--- src/design/crmm_pkg.sv ---
package crmm_pkg;

  localparam int VALUE_BITS_DEF = 16;
  localparam int EXP_BITS_DEF   = 31;

  localparam int DIM       = 6;
  localparam int IDX_BITS  = 3;
  localparam int NUM_REGS  = 7;
  localparam int CFG_BITS  = 3;

  // register indexes
  localparam logic [CFG_BITS-1:0] REG_MODULUS = 3'd6;

  // matrix store: {slot, row, col}
  localparam int SLOT_BITS = 2;
  localparam int ADDR_BITS = SLOT_BITS + 2 * IDX_BITS;
  localparam int RAM_DEPTH = 1 << ADDR_BITS;

  localparam logic [SLOT_BITS-1:0] SLOT_A = 2'd0;
  localparam logic [SLOT_BITS-1:0] SLOT_B = 2'd1;
  localparam logic [SLOT_BITS-1:0] SLOT_C = 2'd2;

  localparam logic [IDX_BITS-1:0] IDX_LAST = 3'd5;
  localparam logic [IDX_BITS-1:0] ROW_F    = 3'd0;
  localparam logic [IDX_BITS-1:0] ROW_G    = 3'd3;

  // operand index for the reduction pass: six initial values, then six coefficients
  localparam int OPI_BITS = 4;
  localparam logic [OPI_BITS-1:0] OPI_COEF0 = 4'd6;
  localparam logic [OPI_BITS-1:0] OPI_LAST  = 4'd11;

  typedef enum logic [1:0] {
    BSEL_RAW,
    BSEL_RAM,
    BSEL_VEC
  } bsel_t;

  typedef enum logic [1:0] {
    WSEL_IDENT,
    WSEL_BASE,
    WSEL_SUM
  } wsel_t;

  typedef struct packed {
    logic                 load_in;
    logic                 clr_sum;
    logic                 acc_en;
    logic                 load_opa;
    logic                 opa_one;
    logic                 start;
    bsel_t                bsel;
    logic [OPI_BITS-1:0]  bidx;
    logic                 store_red;
    logic                 ram_we;
    logic [ADDR_BITS-1:0] ram_addr;
    wsel_t                wsel;
    logic [IDX_BITS-1:0]  row;
    logic [IDX_BITS-1:0]  col;
    logic                 save_f;
    logic                 save_g;
    logic                 put;
    logic                 put_short;
    logic [1:0]           short_sel;
  } cmd_t;

  typedef struct packed {
    logic mul_done;
  } status_t;

endpackage

--- src/design/crmm_ctrl.sv ---
module crmm_ctrl #(
  parameter int EXP_BITS = crmm_pkg::EXP_BITS_DEF
) (
  input  logic                clk,
  input  logic                rst_n,
  input  logic                in_valid,
  output logic                in_stall,
  input  logic [EXP_BITS-1:0] in_term_index,
  output logic                out_valid,
  input  logic                out_stall,
  output crmm_pkg::cmd_t      cmd,
  input  crmm_pkg::status_t   status
);

  typedef enum logic [4:0] {
    S_IDLE, S_RLD, S_RMS, S_RMW, S_INIT, S_LOOP, S_SHIFT,
    S_MRA, S_MLA, S_MMS, S_MMW, S_MWR, S_MEND,
    S_FRA, S_FLA, S_FMS, S_FMW, S_FSV, S_PUT
  } state_t;

  state_t                           state_r, state_nxt;
  logic [EXP_BITS-1:0]              n_r, n_nxt;
  logic [EXP_BITS-1:0]              e_r, e_nxt;
  logic [crmm_pkg::OPI_BITS-1:0]    ridx_r, ridx_nxt;
  logic [crmm_pkg::IDX_BITS-1:0]    i_r, i_nxt, j_r, j_nxt, k_r, k_nxt;
  logic                             isel_r, isel_nxt;
  logic                             sq_r, sq_nxt;
  logic                             short_r, short_nxt;
  logic                             out_valid_r, out_valid_nxt;
  logic [crmm_pkg::SLOT_BITS-1:0]   sa_r, sa_nxt, sb_r, sb_nxt, sf_r, sf_nxt;
  logic [EXP_BITS-1:0]              e_half;

  assign e_half = e_r >> 1;

  always_comb begin
    state_nxt     = state_r;
    n_nxt         = n_r;
    e_nxt         = e_r;
    ridx_nxt      = ridx_r;
    i_nxt         = i_r;
    j_nxt         = j_r;
    k_nxt         = k_r;
    isel_nxt      = isel_r;
    sq_nxt        = sq_r;
    short_nxt     = short_r;
    sa_nxt        = sa_r;
    sb_nxt        = sb_r;
    sf_nxt        = sf_r;
    out_valid_nxt = out_valid_r && out_stall;
    cmd           = '0;
    cmd.bsel      = crmm_pkg::BSEL_RAW;
    cmd.wsel      = crmm_pkg::WSEL_IDENT;

    unique case (state_r)
      S_IDLE: begin
        if (in_valid) begin
          cmd.load_in = 1'b1;
          cmd.clr_sum = 1'b1;
          n_nxt       = in_term_index;
          ridx_nxt    = '0;
          short_nxt   = 1'b0;
          state_nxt   = S_RLD;
        end
      end
      S_RLD: begin
        cmd.load_opa = 1'b1;
        cmd.opa_one  = 1'b1;
        state_nxt    = S_RMS;
      end
      S_RMS: begin
        cmd.start = 1'b1;
        cmd.bidx  = ridx_r;
        state_nxt = S_RMW;
      end
      S_RMW: begin
        cmd.bidx = ridx_r;
        if (status.mul_done) begin
          cmd.store_red = 1'b1;
          if (ridx_r == crmm_pkg::OPI_LAST) begin
            if (n_r < EXP_BITS'(3)) begin
              short_nxt = 1'b1;
              state_nxt = S_PUT;
            end else begin
              e_nxt     = n_r - EXP_BITS'(2);
              i_nxt     = '0;
              j_nxt     = '0;
              isel_nxt  = 1'b0;
              sa_nxt    = crmm_pkg::SLOT_A;
              sb_nxt    = crmm_pkg::SLOT_B;
              sf_nxt    = crmm_pkg::SLOT_C;
              state_nxt = S_INIT;
            end
          end else begin
            ridx_nxt  = ridx_r + 1'b1;
            state_nxt = S_RLD;
          end
        end
      end
      S_INIT: begin
        cmd.ram_we   = 1'b1;
        cmd.row      = i_r;
        cmd.col      = j_r;
        cmd.wsel     = isel_r ? crmm_pkg::WSEL_BASE : crmm_pkg::WSEL_IDENT;
        cmd.ram_addr = {isel_r ? crmm_pkg::SLOT_B : crmm_pkg::SLOT_A, i_r, j_r};
        if (j_r == crmm_pkg::IDX_LAST) begin
          j_nxt = '0;
          if (i_r == crmm_pkg::IDX_LAST) begin
            i_nxt = '0;
            if (isel_r) begin
              state_nxt = S_LOOP;
            end else begin
              isel_nxt = 1'b1;
            end
          end else begin
            i_nxt = i_r + 1'b1;
          end
        end else begin
          j_nxt = j_r + 1'b1;
        end
      end
      S_LOOP: begin
        i_nxt = '0;
        j_nxt = '0;
        k_nxt = '0;
        if (e_r[0]) begin
          sq_nxt    = 1'b0;
          state_nxt = S_MRA;
        end else begin
          state_nxt = S_SHIFT;
        end
      end
      S_SHIFT: begin
        e_nxt = e_half;
        i_nxt = '0;
        j_nxt = '0;
        k_nxt = '0;
        if (e_half != '0) begin
          sq_nxt    = 1'b1;
          state_nxt = S_MRA;
        end else begin
          i_nxt     = crmm_pkg::ROW_F;
          state_nxt = S_FRA;
        end
      end
      S_MRA: begin
        cmd.ram_addr = {sq_r ? sb_r : sa_r, i_r, k_r};
        state_nxt    = S_MLA;
      end
      S_MLA: begin
        cmd.load_opa = 1'b1;
        cmd.ram_addr = {sb_r, k_r, j_r};
        state_nxt    = S_MMS;
      end
      S_MMS: begin
        cmd.start = 1'b1;
        cmd.bsel  = crmm_pkg::BSEL_RAM;
        state_nxt = S_MMW;
      end
      S_MMW: begin
        if (status.mul_done) begin
          cmd.acc_en = 1'b1;
          if (k_r == crmm_pkg::IDX_LAST) begin
            state_nxt = S_MWR;
          end else begin
            k_nxt     = k_r + 1'b1;
            state_nxt = S_MRA;
          end
        end
      end
      S_MWR: begin
        cmd.ram_we   = 1'b1;
        cmd.wsel     = crmm_pkg::WSEL_SUM;
        cmd.ram_addr = {sf_r, i_r, j_r};
        cmd.clr_sum  = 1'b1;
        k_nxt        = '0;
        state_nxt    = S_MRA;
        if (j_r == crmm_pkg::IDX_LAST) begin
          j_nxt = '0;
          if (i_r == crmm_pkg::IDX_LAST) begin
            state_nxt = S_MEND;
          end else begin
            i_nxt = i_r + 1'b1;
          end
        end else begin
          j_nxt = j_r + 1'b1;
        end
      end
      S_MEND: begin
        // product landed in the free slot: rename instead of copying
        sf_nxt = sq_r ? sb_r : sa_r;
        if (sq_r) begin
          sb_nxt    = sf_r;
          state_nxt = S_LOOP;
        end else begin
          sa_nxt    = sf_r;
          state_nxt = S_SHIFT;
        end
      end
      S_FRA: begin
        cmd.ram_addr = {sa_r, i_r, k_r};
        state_nxt    = S_FLA;
      end
      S_FLA: begin
        cmd.load_opa = 1'b1;
        state_nxt    = S_FMS;
      end
      S_FMS: begin
        cmd.start = 1'b1;
        cmd.bsel  = crmm_pkg::BSEL_VEC;
        cmd.bidx  = {1'b0, k_r};
        state_nxt = S_FMW;
      end
      S_FMW: begin
        if (status.mul_done) begin
          cmd.acc_en = 1'b1;
          if (k_r == crmm_pkg::IDX_LAST) begin
            state_nxt = S_FSV;
          end else begin
            k_nxt     = k_r + 1'b1;
            state_nxt = S_FRA;
          end
        end
      end
      S_FSV: begin
        cmd.clr_sum = 1'b1;
        k_nxt       = '0;
        if (i_r == crmm_pkg::ROW_F) begin
          cmd.save_f = 1'b1;
          i_nxt      = crmm_pkg::ROW_G;
          state_nxt  = S_FRA;
        end else begin
          cmd.save_g = 1'b1;
          state_nxt  = S_PUT;
        end
      end
      S_PUT: begin
        if (!out_valid_r || !out_stall) begin
          cmd.put       = 1'b1;
          cmd.put_short = short_r;
          cmd.short_sel = n_r[1:0];
          out_valid_nxt = 1'b1;
          state_nxt     = S_IDLE;
        end
      end
      default: begin
        state_nxt = S_IDLE;
      end
    endcase
  end

  always_ff @(posedge clk) begin
    if (!rst_n) begin
      state_r     <= S_IDLE;
      out_valid_r <= 1'b0;
      n_r         <= '0;
      e_r         <= '0;
      ridx_r      <= '0;
      i_r         <= '0;
      j_r         <= '0;
      k_r         <= '0;
      isel_r      <= 1'b0;
      sq_r        <= 1'b0;
      short_r     <= 1'b0;
      sa_r        <= crmm_pkg::SLOT_A;
      sb_r        <= crmm_pkg::SLOT_B;
      sf_r        <= crmm_pkg::SLOT_C;
    end else begin
      state_r     <= state_nxt;
      out_valid_r <= out_valid_nxt;
      n_r         <= n_nxt;
      e_r         <= e_nxt;
      ridx_r      <= ridx_nxt;
      i_r         <= i_nxt;
      j_r         <= j_nxt;
      k_r         <= k_nxt;
      isel_r      <= isel_nxt;
      sq_r        <= sq_nxt;
      short_r     <= short_nxt;
      sa_r        <= sa_nxt;
      sb_r        <= sb_nxt;
      sf_r        <= sf_nxt;
    end
  end

  assign in_stall  = (state_r != S_IDLE);
  assign out_valid = out_valid_r;

endmodule

--- config.mk ---
export PLATFORM = sky130hd
export DESIGN_NAME = crmm_ctrl
export DESIGN_NICKNAME = d
export VERILOG_FILES = /design/src/design/crmm_pkg.sv /design/src/design/crmm_ctrl.sv
export SDC_FILE = /design/constraint.sdc
export NUM_CORES = 1
export LEC_CHECK = 0
export BUFFER_PORTS_ARGS = -buffer_cell sky130_fd_sc_hd__buf_2
export CAP_MARGIN = 25
export CORE_ASPECT_RATIO = 0.8
export CORE_MARGIN = 8
export CORE_UTILIZATION = 63
export DETAILED_ROUTE_END_ITERATION = 12
export PLACE_DENSITY = 0.93
export SYNTH_ARGS = -nofsm -noshare
export SYNTH_HDL_FRONTEND = slang
export SYNTH_SLANG_ARGS = --single-unit
--- constraint.sdc ---
create_clock -name clk -period 3.5 [get_ports clk]
set_input_delay 0.35 -clock clk [delete_from_list [all_inputs] [get_ports clk]]
set_output_delay 0.35 -clock clk [all_outputs]
set_load 0.03 [all_outputs]
After elaboration in Yosys (flattened, before gate mapping)
Cells that the tools add are included.
Operators by class
  reductions and logical operators: 37
  mux-type cells: 93
  $lt $le $gt $ge: 1
  eq/ne operators: 43
  add/subtract/negate cells: 5
Operator list (number)
  $pmux 5 s19: 1
  $mux 31: 3
  $pmux 31 s2: 1
  $mux 5: 12
  $eq 5x4->1 const B: 8
  $ne 2x2->1 const B: 20
  $pmux 8 s5: 1
  $mux 4: 9
  $mux 3: 11
  $lt 31x2->1 const B: 1
  $reduce_bool 31->1: 1
  $sub 31x2->31 const B: 1
  $mux 2: 15
  $mux 1: 25
  $eq 5x3->1 const B: 4
  $pmux 2 s2: 5
  $pmux 4 s2: 2
  $reduce_and 4->1: 4
  $reduce_and 8->1: 2
  $eq 5x5->1 const B: 3
  $pmux 3 s5: 1
  $reduce_and 5->1: 3
  $reduce_bool 2->1: 6
  $eq 5x2->1 const B: 2
  23 further kinds: 38
Storage, ports and cells
  register bits: 90
  bits of input ports: 36

Depth between registers and ports, before layout
  depth after elaboration: 5
  gate-level depth with buffers: 10
  depth with buffers taken out: 8

Least setup slack after synthesis
Ideal clock, no wire load.
  kind: flip-flop to output port
  start: reg state_r[4]
  end: out cmd[0] (netlist name)
  arrival time: 2118 ps
  cell stages (with the launch flop): 7
  slack: 1032 ps
  data required time: 3150 ps
  cells stage by stage: dfxtp_1 buf_2 clkbuf_1 clkbuf_1 nand3_1 a21oi_1 and2_1
RTL lines
  from (decl): line crmm_ctrl.sv:21  | state_t state_r, state_nxt;
  from (signal assigned): line crmm_ctrl.sv:268  | state_r <= state_nxt;
  to (decl): line crmm_ctrl.sv:11  | output crmm_pkg::cmd_t cmd,

==> results.json <==
{
  "status": "finished clean",
  "setup_viol": 0,
  "clockBufferDepth": 2,
  "netlist_area_sq_mm": 0.005360,
  "htreeDepth": 3,
  "irDropWorstVdd_mv": 0.3247,
  "grt_pass1_wl_mm": 25.36,
  "synth-async-reset-ratio_pct": 0,
  "synth.area.top_cells": "dfxtp_1, nand2_1, a21oi_1",
  "rsz0062_at_grt": "no",
  "crit_cells": 5,
  "fillers": 664,
  "wl_per_cell_um": 17.83,
  "die_area_sq_mm": 0.01173,
  "fin_ws_ns": 0.4738,
  "syn_inst": 716,
  "finalSetupTns_ns": 0,
  "max_freq_mhz": 330.4,
  "via_per_inst": 6.274,
  "cts-resized-gates": 0,
  "slew_headroom_pct": 34.74,
  "std_cell_rows": 30,
  "hold_class": "input pin to flip-flop",
  "coreArea_sq_mm": 0.008371,
  "ys_ff_latch": 90,
  "routed_wl_mm": 15.69,
  "gp_congestion": 0.9378,
  "worstSetupEndpointType": "primary output",
  "die_w_um": 119.1,
  "critPathBufInv": 1,
  "grt_pass1_vias": 5068,
  "required_ns": 3.15,
  "clkTransAtPathRegs_ns": 0.09,
  "syn-mean-instance-area_sq_um": 7.486,
  "worst_pin_slew_ns": 0.9778,
  "worst-setup-path-type": "flip-flop to primary output",
  "synth_edf_count": 0,
  "min_period_ns": 3.026,
  "syn2layout_area_growth_pct": 10.64,
  "synth_top_area_share_pct": 33.61,
  "cts_sinks": 90,
  "reg2reg_depth": 7,
  "drt_first_pass_iters": 5,
  "drt_iter0_drc": 603,
  "crit_arrival_ns": 2.68,
  "worst-path-max-fanout": 27,
  "pre_cts_ws_ns": 0.6754,
  "r2r_slack_ns": 0.54,
  "ios": 74,
  "die_h_um": 98.50,
  "power_leakage_nw": 2.396,
  "slew_violations": 0,
  "timing.rr.start": "state_r[1]$_SDFFE_PN0P_",
  "synth_flop_cell": "dfxtp_1",
  "start_util_pct": 64.04,
  "ant_nets": 0,
  "worstSetupStartpointType": "flip-flop",
  "num_antenna_cells": 0,
  "root_buffer": "clkbuf_8",
  "hpwl_mm": 11.44,
  "syn_nets": 760,
  "cts_made_buffers": 9,
  "whs_ns": 0.1933,
  "clk_latency_ns": 0.38,
  "pwr_density_cell_mw_per_mm2": 438.8,
  "yosysWarningCount": 0,
  "max_cap_violations": 0,
  "synth.distinct_cells": 70,
  "nets": 807,
  "crit_chain": "nor2b_1 > nand3_1 > a21oi_1 > and2_1 > buf_2",
  "drc": 0,
  "period_share_pct": 86.46,
  "portBuffers": 73,
  "antenna_found_initial": 0,
  "grt.total_usage_pct": 26.01,
  "grt_overflow": 0,
  "cpPeakStageDelay_ns": 0.89,
  "synth.largest_area_cell": "dfxtp_1",
  "grt_max_degree": 41,
  "hold_buffers": 0,
  "drive_gt1_share_pct": 14.97,
  "cts_tree": "yes",
  "endpoint": "cmd[2]",
  "cp_slowest_cell": "dfxtp_1",
  "synth-seq-area-share_pct": 33.61,
  "post_cts_buffers": 0,
  "critPathLaunch": "state_r[1]$_SDFFE_PN0P_",
  "critPathTopFamily": "flip-flops",
  "reg2reg_to": "e_r[22]$_SDFFE_PN0P_",
  "skew_ns": 0.009961,
  "min-delay-start": "in_term_index[19]",
  "num_vias": 5521,
  "hold_viol": 0
}
[cell usage in the layout, fill, tap and decap left out, drive strengths merged, types with 10 or more instances in the layout]
| cell | count |
|---|---|
| nand3 | 30 |
| xnor2 | 17 |
| nand2 | 126 |
| a211o | 10 |
| nor2 | 63 |
| dfxtp | 90 |
| nand2b | 10 |
| a21oi | 74 |
| a22o | 10 |
| inv | 16 |
| o21ai | 27 |
| and3 | 13 |
| nor4 | 18 |
| xor2 | 15 |
| buf | 86 |
| nor3 | 18 |
| clkbuf | 10 |
| nor2b | 10 |
| o211ai | 11 |
[cells in the mapped netlist, types with 4 or more instances]
cell type    n
nand2_1    126
dfxtp_1     90
a21oi_1     72
nor2_1      63
clkbuf_1    32
nand3_1     30
o21ai_0     19
xnor2_1     17
nor3_1      16
nor4_1      16
xor2_1      15
and3_1      13
buf_2       13
inv_1       13
o211ai_1    11
a211o_1     10
a22o_1      10
nand2b_1    10
nor2b_1     10
ha_1         8
o21ai_1      8
a211oi_1     7
nand3b_1     7
and2_1       6
o21a_1       6
a21o_1       5
and3b_1      5
nand4_1      5
a21boi_0     4
o22ai_1      4
o32ai_1      4
[per-stage QoR]
stage / power [mW] / area [sq um] / cells / utilization [%]
after global routing: 2.718 / 5931 / 880 / 70.85
after CTS: 2.592 / 5931 / 880 / 70.85
after detailed placement: 1.911 / 5744 / 864 / 68.62
final: 2.603 / 5931 / 880 / 70.85
after floorplan: 1.724 / 5360 / 716 / -
after global placement: 1.888 / 5744 / 864 / 68.62
[per-layer routing]
| metal | global-route usage, % | part of all wire (%) | vias up |
|---|---|---|---|
| li1 | - | - | 2637 |
| met3 | 7.829 | 11 | 22 |
| met4 | 6.402 | 1.1 | 0 |
| met1 | 35.96 | 45 | 2540 |
| met5 | 0 | 0 | - |
| met2 | 38.38 | 43 | 322 |
[state kept, by name, summed over array words and instances (netlist names)]
register,flops
e_r,31
i_r,3
isel_r,1
j_r,3
k_r,3
n_r,31
out_valid,1
ridx_r,4
sa_r,2
sb_r,2
sf_r,2
short_r,1
sq_r,1
state_r,5
[worst min-delay path by stage]
stage | to | slack, ns | cells after the start
floorplan | e_r[3]$_SDFFE_PN0P_ | 0.45 | 2
global placement | e_r[14]$_SDFFE_PN0P_ | 0.46 | 2
detailed placement | e_r[18]$_SDFFE_PN0P_ | 0.47 | 2
global route | n_r[25]$_SDFFE_PN0P_ | 0.18 | 3
finish | n_r[19]$_SDFFE_PN0P_ | 0.19 | 3
CTS | n_r[19]$_SDFFE_PN0P_ | 0.19 | 3
[worst register-to-register path: cells and delay by family, from the launching register on]
family / cells / cell delay, ns
compound gates: 4 / 1.01
buf+inv: 1 / 0.35
flops: 1 / 0.89
simple gates: 2 / 0.55
[area by class of cell]
| class | count | area (sq um) | share of cell area (%) |
|---|---|---|---|
| Timing Repair Buffer | 86 | 462.9 | 7.806 |
| Clock inverter | 6 | 48.80 | 0.8228 |
| Multi-Input combinational cell | 563 | 3291 | 55.49 |
| Sequential cell | 90 | 1802 | 30.38 |
| Tap cell | 112 | 140.1 | 2.363 |
| Clock buffer | 10 | 137.6 | 2.321 |
| Inverter | 13 | 48.80 | 0.8228 |
[report_power, final]
group	switching [mW]	internal (mW)	leakage (nW)
registers	0.0996	1.08	0.731
clock network	0.401	0.286	0.0976
logic	0.463	0.271	1.57
[cell families after synthesis]
kind of cell             count (synthesis)  share of synthesized area [%]
AND/OR/NAND/NOR                        337                          31.65
AO/OA/AOI/OAI                          183                          22.08
flip-flops                              90                          33.61
buffers and inverters                   63                          4.995
XOR/XNOR                                32                          5.229
adder cells (fa/ha/maj)                  8                          1.867
multiplexers                             3                         0.5602
No activity file was read; power rests on OpenSTA's default activity.
